<file path="src/hw/rtl/bcs_pkg.sv">
// package for the box containment suppress block
// holds field widths, word structs, controller states and command/status structs
// depends on nothing
`default_nettype none
package bcs_pkg;

   localparam int COORD_BITS = 12;
   localparam int MAX_BOXES  = 64;
   localparam int THR_BITS   = 9;
   localparam int CSR_DATA_W = 32;
   localparam int CSR_ADDR_W = 3;
   localparam logic [THR_BITS-1:0] THR_RESET = 9'd192;

   // register index of the merge threshold
   localparam logic REG_MERGE_THRESHOLD = 1'b0;

   typedef struct packed {
      logic [COORD_BITS-1:0] box_x;
      logic [COORD_BITS-1:0] box_y;
      logic [COORD_BITS-1:0] box_width;
      logic [COORD_BITS-1:0] box_height;
      logic                  last_box;
   } box_in_type;

   typedef struct packed {
      logic [COORD_BITS-1:0] kept_x;
      logic [COORD_BITS-1:0] kept_y;
      logic [COORD_BITS-1:0] kept_width;
      logic [COORD_BITS-1:0] kept_height;
      logic                  last_kept;
   } box_out_type;

   typedef enum logic [2:0] {
      ST_IDLE,
      ST_OUTER,
      ST_INNER,
      ST_WAIT,
      ST_SCAN,
      ST_EMIT,
      ST_EOUT,
      ST_FINISH
   } state_type;

   typedef struct packed {
      logic load;
      logic i_clr;
      logic i_inc;
      logic j_from_i;
      logic j_inc;
      logic pair_go;
      logic merge_i;
      logic merge_j;
      logic note_last;
      logic emit;
      logic clear_set;
   } cmd_type;

   typedef struct packed {
      logic i_end;
      logic i_merged;
      logic j_end;
      logic j_merged;
      logic pair_done;
      logic hit;
      logic i_wins;
   } status_type;

endpackage
`default_nettype wire

</file>
<file path="src/hw/rtl/bcs_ctrl.sv">
// controller state machine for box containment suppress
// sequences load, pairwise pass, survivor scan and output
// depends on bcs_pkg
`default_nettype none
module bcs_ctrl (
   input  wire logic                clock,
   input  wire logic                reset,
   input  wire logic                start,
   input  wire logic                last_box,
   input  wire bcs_pkg::status_type status,
   output logic                     busy,
   output bcs_pkg::cmd_type         cmd
);

   bcs_pkg::state_type state_ff, state_in;

   // state register
   always_ff @(posedge clock) begin
      if (reset) begin
         state_ff <= bcs_pkg::ST_IDLE;
      end else begin
         state_ff <= state_in;
      end
   end

   // next state and commands
   always_comb begin
      state_in = state_ff;
      cmd      = '0;
      busy     = 1'b1;
      unique case (state_ff)
         bcs_pkg::ST_IDLE: begin
            busy = 1'b0;
            if (start) begin
               cmd.load = 1'b1;
               if (last_box) begin
                  cmd.i_clr = 1'b1;
                  state_in  = bcs_pkg::ST_OUTER;
               end
            end
         end
         bcs_pkg::ST_OUTER: begin
            if (status.i_end) begin
               cmd.i_clr = 1'b1;
               state_in  = bcs_pkg::ST_SCAN;
            end else if (status.i_merged) begin
               cmd.i_inc = 1'b1;
            end else begin
               cmd.j_from_i = 1'b1;
               state_in     = bcs_pkg::ST_INNER;
            end
         end
         bcs_pkg::ST_INNER: begin
            if (status.j_end) begin
               cmd.i_inc = 1'b1;
               state_in  = bcs_pkg::ST_OUTER;
            end else if (status.j_merged) begin
               cmd.j_inc = 1'b1;
            end else begin
               cmd.pair_go = 1'b1;
               state_in    = bcs_pkg::ST_WAIT;
            end
         end
         bcs_pkg::ST_WAIT: begin
            if (status.pair_done) begin
               if (status.hit && !status.i_wins) begin
                  cmd.merge_i = 1'b1;
                  cmd.i_inc   = 1'b1;
                  state_in    = bcs_pkg::ST_OUTER;
               end else begin
                  cmd.merge_j = status.hit;
                  cmd.j_inc   = 1'b1;
                  state_in    = bcs_pkg::ST_INNER;
               end
            end
         end
         bcs_pkg::ST_SCAN: begin
            // find the index of the last survivor
            if (status.i_end) begin
               cmd.i_clr = 1'b1;
               state_in  = bcs_pkg::ST_EMIT;
            end else begin
               cmd.note_last = !status.i_merged;
               cmd.i_inc     = 1'b1;
            end
         end
         bcs_pkg::ST_EMIT: begin
            if (status.i_end) begin
               state_in = bcs_pkg::ST_FINISH;
            end else if (status.i_merged) begin
               cmd.i_inc = 1'b1;
            end else begin
               state_in = bcs_pkg::ST_EOUT;
            end
         end
         bcs_pkg::ST_EOUT: begin
            cmd.emit  = 1'b1;
            cmd.i_inc = 1'b1;
            state_in  = bcs_pkg::ST_EMIT;
         end
         bcs_pkg::ST_FINISH: begin
            cmd.clear_set = 1'b1;
            state_in      = bcs_pkg::ST_IDLE;
         end
         default: begin
            state_in = bcs_pkg::ST_IDLE;
         end
      endcase
   end

endmodule
`default_nettype wire

</file>
<file path="config.mk">
export PLATFORM = sky130hd
export DESIGN_NAME = bcs_ctrl
export DESIGN_NICKNAME = d
export VERILOG_FILES = /design/src/hw/rtl/bcs_pkg.sv /design/src/hw/rtl/bcs_ctrl.sv
export SDC_FILE = /design/constraint.sdc
export NUM_CORES = 1
export LEC_CHECK = 0
export BUFFER_PORTS_ARGS = -buffer_cell sky130_fd_sc_hd__buf_2
export CORE_AREA = 2 2 39 41
export DETAILED_ROUTE_END_ITERATION = 8
export DIE_AREA = 0 0 41 43
export GPL_ROUTABILITY_DRIVEN = 0
export PLACE_DENSITY = 0.61
export REMOVE_ABC_BUFFERS = 1
export SYNTH_ARGS = -nofsm -noshare
export SYNTH_HDL_FRONTEND = slang
export SYNTH_SLANG_ARGS = --single-unit
</file>
<file path="constraint.sdc">
create_clock -name clock -period 1.78 [get_ports clock]
set_input_delay 0 -clock clock [delete_from_list [all_inputs] [get_ports clock]]
set_output_delay 0 -clock clock [all_outputs]
set_load 0.05 [all_outputs]
</file>
==> flow_summary.yaml, run 1 <==
setup_path:
  critPathKind: "reg -> out"
  cpPeakStageDelay_ns: 0.37
  path_delay_family: "buffers and inverters"
  ff2ff_path_depth: 4
  required_ns: 1.78
  cp_cell_sequence: "buf_4, nor4b_2, nand2_1, o41ai_1, buf_2"
  cp-end-kind: "output pin"
  crit_fanout: 9
  arrival_ns: 1.63
  cpMaxStageDelayCell: "nor4b_2"
  crit_cells: 5
  crit_path_start_kind: "register"
  crit_buf_inv: 2
timing:
  setup_slack_ns: 0.1508
  min_period_ns: 1.629
  tightest_slew_ns: 0.3288
  report.final.slew_viol_count: 0
  final.period_utilization_pct: 91.53
  fin_worst_skew_ns: 0.003689
  setup_viol: 0
  final_hold_viol_count: 0
  fmax_ghz: 0.6138
  hold_slack_ns: 0.1424
  rsz0062_at_grt: "false"
  relSlewSlack_pct: 78.02
synth:
  yosysUniqueCellTypes: 31
  yosysTopAreaCell: "dfxtp_1"
  yosys_warnings: 0
  yosysSeqAreaShare_pct: 15.64
  ys_ff_latch: 3
  syn_avg_cell_area_um2: 7.387
  synth_area_um2: 384.1
  synth_ff_type: "dfxtp_1"
  async_flop_share_pct: 0
  synth.top_cells.by_area: "dfxtp_1 (16%), nor2_1 (5.9%), and3_1 (4.9%), nor2b_1 (4.9%), a311oi_1 (4.6%)"
  yosysTopAreaCellShare_pct: 15.64
  synthCells: 52
  synth_edf_count: 0
route:
  via_per_inst: 5.021
  totalWireLength_um: 1048
  firstDrtPassIters: 4
  drc: 0
  post_drt_wl_per_cell_um: 11.15
  first_iter_violations: 7
  vias: 472
  ant_nets: 0
clock_network:
  clk_latency_ns: 0.23
  h-tree-depth: 1
  cts_buffer_depth: 2
  post_cts_buffers: 0
  clkTransAtPathRegs_ns: 0.03
  cts-buffers-inserted: 3
  cts.sinks: 3
  cts_tree: "built"
  clockRootBuffer: "clkbuf_4"
final_layout:
  syn_to_final_growth_pct: 43.32
  top_register: "state_ff"
  reg_top3: "state_ff: 3 flops"
  final-seq-area_um2: 62.56
  antenna_cells: 0
  largest_register_ffs: 3
  layout_common_cells: "buf_2 (22), nor2_1 (6), nand2_1 (4)"
  final_common_cell: "buf_2"
  final_nets: 90
  fill_cells: 154
  multi_input_area_um2: 287.8
  layout-drive-gt1-share_pct: 43.59
flow_run:
  maxCapViolCount: 0
global_route:
  first_global_vias: 340
  grt_overflow: 0
  gr-usage-all-layers_pct: 11.43
  grt_pass1_wl_um: 1359
  grt_max_degree: 16
  grt_antenna_before_repair: 0
placement:
  portBuffers: 22
  dp_worst_setup_slack_ns: 0.2302
  dpl.hpwl_um: 804
floorplan:
  core-area_um2: 1384
  placementRows: 14
  dieArea_um2: 1763
  ios: 23
  start_util_pct: 27.76
  fp.dieH_um: 43
  dieWidth_um: 41
pwr:
  powerDensity_nw_per_um2: 1808
  vdd_ir_drop_max_mv: 0.8784
  leakage_nw: 0.2850
worst_hold_path:
  hp-class: "in -> reg"
  hold_depth: 3
outcome:
  outcome: "finished clean"
report_power, final:
| group | internal (mW) | switching [mW] |
|---|---|---|
| sequential | 0.102 | 0.0757 |
| combinational | 0.245 | 0.455 |
| clock | 0.0839 | 0.0345 |
tightest hold or removal path, cell delays in order:
cell and delay [ns]:
buf_2 0.12, a21oi_1 0.14, a211oi_1 0.05
cells in the mapped netlist, types with 2 or more instances:
| master | count |
|---|---|
| a21oi_1 | 3 |
| a211oi_1 | 2 |
| nor3_1 | 2 |
| and3_1 | 3 |
| nor2b_1 | 3 |
| a311oi_1 | 2 |
| inv_1 | 2 |
| nor2_1 | 6 |
| nand2_1 | 4 |
| dfxtp_1 | 3 |
| buf_2 | 2 |
per-layer routing:
metal	up-vias	GRT usage (%)	wire [µm]
met5	-	0	0
met4	0	4.000	10
met3	3	6.283	69
met2	16	16.25	459
met1	205	14.10	508
li1	248	-	-
worst paths after layout:
check / from / endpoint / slack, ns
worst max-delay path: state_ff[0] / cmd[6] / 0.15
worst min register to register: state_ff[1] / state_ff[2] / 0.62
worst max register to register: state_ff[0] / state_ff[0] / 0.32
worst min-delay path: status[6] / state_ff[2] / 0.14
layout make-up:
cell class,instances,area share (%)
inverters,3,2.045
well taps,16,3.636
repair buffers,26,25.91
multi-input cells,42,52.27
clock buffers,4,4.773
flip-flops and latches,3,11.36
logic make-up (layout without fill, tap and decap cells):
kind of cell | count (synthesis) | count (layout) | share of synthesized area [%]
buf+inv | 7 | 33 | 9.445
compound gates | 15 | 15 | 30.62
simple gates | 25 | 25 | 37.79
flops | 3 | 3 | 15.64
mux | 2 | 2 | 6.514
timing repair:
item / in CTS / in global routing
hold buffers: 1 / 0
endpoints found under the hold margin: 3 / 0
gates resized for setup: 0 / 2
setup endpoints to repair: 0 / 1
per-stage QoR:
| step | power (mW) | instances | cell area, µm² | setup TNS, ns | utilization [%] |
|---|---|---|---|---|---|
| after floorplan | 0.6879 | 48 | 359.1 | -1.606 | - |
| after global placement | 0.8642 | 89 | 511.7 | 0 | 36.98 |
| after detailed placement | 0.8679 | 89 | 511.7 | 0 | 36.98 |
| after CTS | 0.9939 | 94 | 548.0 | 0 | 39.60 |
| after global routing | 1.068 | 94 | 550.5 | 0 | 39.78 |
| final | 0.9956 | 94 | 550.5 | 0 | 39.78 |
Power figures use the tool's default switching activity.
==> run 2, diff against run 1 <==
--- a/config.mk
+++ b/config.mk
@@ -5,6 +5,7 @@
 export SDC_FILE = /design/constraint.sdc
 export NUM_CORES = 1
 export LEC_CHECK = 0
+export ABC_AREA = 1
 export BUFFER_PORTS_ARGS = -buffer_cell sky130_fd_sc_hd__buf_2
 export CORE_AREA = 2 2 39 41
 export DETAILED_ROUTE_END_ITERATION = 8
==> flow_summary.yaml, run 2 <==
outcome:
  outcome: "finished clean"
final_layout:
  final_common_cell: "buf_2"
  top_register: "state_ff"
  utilization_pct: 39.78
  instances_no_fill: 111
  fill_cells: 151
  largest_register_ffs: 3
  antenna_cells: 0
  syn_to_final_growth_pct: 43.32
  layout-drive-gt1-share_pct: 42.11
  final_nets: 107
  reg_top3: "state_ff: 3 flops"
  layout_common_cells: "buf_2 (22), nor2_1 (13), nand2_1 (10)"
floorplan:
  ios: 23
  core-area_um2: 1384
  placementRows: 14
  fp.dieH_um: 43
  dieArea_um2: 1763
  dieWidth_um: 41
  start_util_pct: 27.76
timing:
  relSlewSlack_pct: 81.08
  setup_tns_ns: 0
  rsz0062_at_grt: "false"
  final_hold_viol_count: 0
  tightest_slew_ns: 0.2816
  fmax_ghz: 0.6218
  report.final.slew_viol_count: 0
  fin_worst_skew_ns: 0.001027
  min_period_ns: 1.608
  setup_slack_ns: 0.1718
  final.period_utilization_pct: 90.35
  setup_viol: 0
synth:
  synthCells: 68
  synth_ff_type: "dfxtp_1"
  synthMostInstantiatedCell: "nor2_1"
  synth.top_cells.by_area: "dfxtp_1 (16%), nor2_1 (13%), nand2_1 (9.8%), nor2_2 (9.8%), inv_1 (8.8%)"
  yosysUniqueCellTypes: 20
  synth-compound-area-share_pct: 16.61
  syn_avg_cell_area_um2: 5.649
  synthXorXnorAreaFrac_pct: 0
  synth_area_um2: 384.1
  synth_top_family_by_area: "simple AND/OR/NAND/NOR gates"
  yosysTopAreaCell: "dfxtp_1"
  yosysSeqAreaShare_pct: 15.64
  async_flop_share_pct: 0
  yosys_warnings: 0
  synth_edf_count: 0
  synth_fa_ha_area_share_pct: 0
  ys_ff_latch: 3
  yosysTopAreaCellShare_pct: 15.64
  yosys-top-cells-count: "nor2_1 (13), nand2_1 (10), inv_1 (9), nor2_2 (6), nand3_1 (4)"
  yosys.area_share.simple_pct: 56.03
  synth_mux_area_share_pct: 0
setup_path:
  critPathKind: "reg -> out"
  cpMaxStageDelayCell: "dfxtp_1"
  cp_common_cell: "nor2_1"
  ff2ff_path_depth: 7
  crit_path_start_kind: "register"
  cpPeakStageDelay_ns: 0.44
  required_ns: 1.78
  arrival_ns: 1.61
  cp_cell_sequence: "nand2_1, nor2_2, nand3_1, nor2_1, nor2_1, nand4_1, buf_2"
  crit_fanout: 6
  cp-end-kind: "output pin"
global_route:
  grt_overflow: 0
  first_global_vias: 419
  grt_pass1_wl_um: 1573
  gr-usage-all-layers_pct: 12.63
  grt_max_degree: 9
  grt_antenna_before_repair: 0
pwr:
  p_clk_share_pct: 12.3
  p_switching_mw: 0.5828
  powerDensity_nw_per_um2: 1717
  power_frac_comb_pct: 71.8
  p_sw_share_pct: 61.66
  power_mw: 0.9451
  p_seq_share_pct: 15.9
  p_int_mw: 0.3623
  vdd_ir_drop_max_mv: 0.7099
  leakage_nw: 0.3021
route:
  first_iter_violations: 9
  post_drt_wl_per_cell_um: 8.919
  ant_nets: 0
  firstDrtPassIters: 4
  drc: 0
  via_per_inst: 4.748
  vias: 527
  totalWireLength_um: 990
flow_run:
  maxCapViolCount: 0
placement:
  dp_worst_setup_slack_ns: 0.4250
  dp_cells: 106
  dpl.hpwl_um: 836.1
  portBuffers: 22
clock_network:
  clk_latency_ns: 0.23
  cts_tree: "built"
  clkTransAtPathRegs_ns: 0.04
  post_cts_buffers: 0
  cts-buffers-inserted: 3
  cts_buffer_depth: 2
  h-tree-depth: 1
  cts.sinks: 3
  clockRootBuffer: "clkbuf_4"
worst_hold_path:
  hold_depth: 3
  hp-class: "in -> reg"
## run 2: cell types whose count changed in the layout (fill, tap and decap cells not counted), moves of 4 or more
cell / previous run / this run
inv_1: 2 / 9
nor2_1: 6 / 13
nand2_1: 4 / 10
nor2_2: 0 / 6
nand3_1: 0 / 4
## run 2: routing by layer
layer / up-vias / GRT usage [%] / wire, µm
li1: 282 / - / -
met1: 230 / 16.93 / 455
met2: 15 / 19.06 / 481
met3: 0 / 1.571 / 53
met4: 0 / 6.000 / 0
met5: - / 0 / 0
## run 2: cell families (layout without fill, tap and decap cells)
group                  after synthesis  in the layout
AND/OR/NAND/NOR                     43             43
flip-flops                           3              3
buffers and inverters               12             39
AO/OA/AOI/OAI                       10             10
## run 2: power groups by stage
stage                     combinational (mW)  clock (mW)  sequential (mW)
after global routing                   0.733       0.126            0.156
after CTS                              0.678       0.123            0.149
after global placement                 0.685           0            0.148
after floorplan                        0.549           0            0.141
after detailed placement               0.675           0            0.150
final                                  0.679       0.116            0.150
## run 2: final cells by class
class | count | area, µm² | area share [%]
inverter | 12 | 45.04 | 8.182
timing repair buffer | 23 | 120.1 | 21.82
tap | 16 | 20.02 | 3.636
sequential | 3 | 60.06 | 10.91
multi-input combinational | 53 | 279.0 | 50.68
clock buffer | 4 | 26.28 | 4.773
## run 2: what timing repair did
action,in CTS,in global routing
hold endpoints to repair,1,0
hold buffers,1,0
resized for setup,0,0
## run 2: worst paths after layout
kind,startpoint,to,slack [ns]
max,state_ff[1],cmd[8],0.17
min reg2reg,state_ff[2],state_ff[2],0.63
max reg2reg,state_ff[2],state_ff[0],0.57
min,status[6],state_ff[2],0.08
## run 2: stage by stage
step	hold slack (ns)	cell area, µm²
finish	0.07734	550.5
global route	0.09508	550.5
CTS	0.07376	550.5
detailed placement	0.1988	514.2
global placement	0.2035	514.2
floorplan	0.06941	384.1
## run 2: critical path, delay by kind of cell, from the launching register on
| family | cells | cell delay [ns] |
|---|---|---|
| buffers and inverters | 1 | 0.26 |
| DFF | 1 | 0.44 |
| and+or+nand+nor | 6 | 0.68 |
==> run 3, diff against run 2 <==
--- a/config.mk
+++ b/config.mk
@@ -11,8 +11,10 @@
 export DETAILED_ROUTE_END_ITERATION = 8
 export DIE_AREA = 0 0 41 43
 export GPL_ROUTABILITY_DRIVEN = 0
+export GPL_TIMING_DRIVEN = 0
 export PLACE_DENSITY = 0.61
 export REMOVE_ABC_BUFFERS = 1
+export SLEW_MARGIN = 10
 export SYNTH_ARGS = -nofsm -noshare
 export SYNTH_HDL_FRONTEND = slang
 export SYNTH_SLANG_ARGS = --single-unit
==> flow_summary.yaml, run 3 (same netlist as run 2, synthesis figures left out) <==
timing:
  final.period_utilization_pct: 89.47
  hold_slack_ns: 0.08057
  fmax_ghz: 0.6279
  rsz0062_at_grt: "false"
  tightest_slew_ns: 0.2909
  fin_worst_skew_ns: 0.0005949
  relSlewSlack_pct: 80.46
  final_hold_viol_count: 0
  report.final.slew_viol_count: 0
  setup_slack_ns: 0.1875
  setup_viol: 0
  min_period_ns: 1.592
placement:
  placed_area_um2: 514.2
  dpl.hpwl_um: 869.7
  portBuffers: 22
  dp_cells: 106
  dp_worst_setup_slack_ns: 0.4482
setup_path:
  cp_cell_sequence: "nand2_1, nor2_2, nand3_1, nor2_1, nor2_1, nand4_1, buf_2"
  cp-end-kind: "output pin"
  ff2ff_path_depth: 9
  cp_common_cell: "nor2_1"
  arrival_ns: 1.59
  crit_buf_inv: 1
  critPathKind: "reg -> out"
  r2r_end: "state_ff[0]"
  crit_fanout: 6
  crit_path_start_kind: "register"
  r2r_start: "state_ff[1]"
  r2r_slack_ns: 0.55
  cpMaxStageDelayCell: "dfxtp_1"
  cpPeakStageDelay_ns: 0.44
  path_delay_family: "simple AND/OR/NAND/NOR gates"
  required_ns: 1.78
global_route:
  gr-usage-all-layers_pct: 13.96
  grt_overflow: 0
  first_global_vias: 485
  grt_antenna_before_repair: 0
  grt_pass1_wl_um: 1718
  grt_max_degree: 9
clock_network:
  cts_buffer_depth: 2
  cts_tree: "built"
  clkTransAtPathRegs_ns: 0.04
  ctsResizeCount: 0
  h-tree-depth: 1
  clk_latency_ns: 0.23
  cts.sinks: 3
  clockRootBuffer: "clkbuf_4"
  cts-buffers-inserted: 3
route:
  via_per_inst: 4.703
  firstDrtPassIters: 4
  post_drt_wl_per_cell_um: 9.117
  first_iter_violations: 11
  vias: 522
  drc: 0
  ant_nets: 0
  totalWireLength_um: 1012
floorplan:
  dieArea_um2: 1763
  fp.dieH_um: 43
  placementRows: 14
  dieWidth_um: 41
  start_util_pct: 27.76
  ios: 23
  core-area_um2: 1384
final_layout:
  top_register: "state_ff"
  final_nets: 107
  syn_to_final_growth_pct: 43.32
  largest_register_ffs: 3
  reg_top3: "state_ff: 3 flops"
  design_area_um2: 550.5
  final_common_cell: "buf_2"
  layout-drive-gt1-share_pct: 42.11
  antenna_cells: 0
  instances_no_fill: 111
  layout_common_cells: "buf_2 (22), nor2_1 (13), nand2_1 (10)"
pwr:
  powerDensity_nw_per_um2: 1704
  vdd_ir_drop_max_mv: 0.7078
  leakage_nw: 0.3021
  power_mw: 0.9383
worst_hold_path:
  hold_depth: 3
  whs_endpoint: "state_ff[2]"
  hp-class: "in -> reg"
  min_from: "status[6]"
flow_run:
  maxCapViolCount: 0
outcome:
  outcome: "finished clean"
-- run 3: cell counts in the layout (fill, tap and decap cells not counted) --
Identical to the previous run, type by type.
-- run 3: worst min-delay path: stages --
cell and delay (ns):
buf_2 0.11, nand3_1 0.08, a31oi_1 0.07
-- run 3: metal layers --
layer | wire length [µm] | global-route usage (%) | vias up
met5 | 0 | 0 | -
met4 | 0 | 8.667 | 0
met3 | 42 | 1.047 | 0
met2 | 521 | 22.50 | 13
met1 | 448 | 16.72 | 233
li1 | - | - | 276
-- run 3: where the power goes --
group / internal, mW / total (mW) / leakage [nW] / switching [mW]
Clock: 0.0839 / 0.117 / 0.0150 / 0.0332
Combinational: 0.181 / 0.669 / 0.262 / 0.488
Sequential: 0.0972 / 0.152 / 0.0248 / 0.0545
Total: 0.362 / 0.938 / 0.302 / 0.576
-- run 3: what timing repair did --
item	CTS	global route
hold buffers	1	0
setup buffers	0	0
hold endpoints to repair	1	0
-- run 3: cell type report --
cell class / count / area (µm²)
Tap cell: 16 / 20.02
Timing Repair Buffer: 23 / 120.1
Multi-Input combinational cell: 53 / 279.0
Fill cell: 163 / 833.3
Clock buffer: 4 / 26.28
Inverter: 12 / 45.04
Sequential cell: 3 / 60.06
-- run 3: how the worst max path moves through the flow --
stage                           start      to  slack (ns)  cells after the start
final                     state_ff[1]  cmd[8]        0.19                      7
after global routing      state_ff[0]  cmd[8]        0.03                      7
after CTS                 state_ff[1]  cmd[8]        0.18                      7
after detailed placement  state_ff[1]  cmd[8]        0.45                      7
after global placement    state_ff[1]  cmd[8]        0.41                      7
after floorplan           state_ff[0]  cmd[3]       -0.34                      4
-- run 3: through the flow --
step / TNS, ns / util (%)
after global placement: 0 / 37.16
after floorplan: -0.4573 / -
after CTS: 0 / 39.78
final: 0 / 39.78
after detailed placement: 0 / 37.16
after global routing: 0 / 39.78
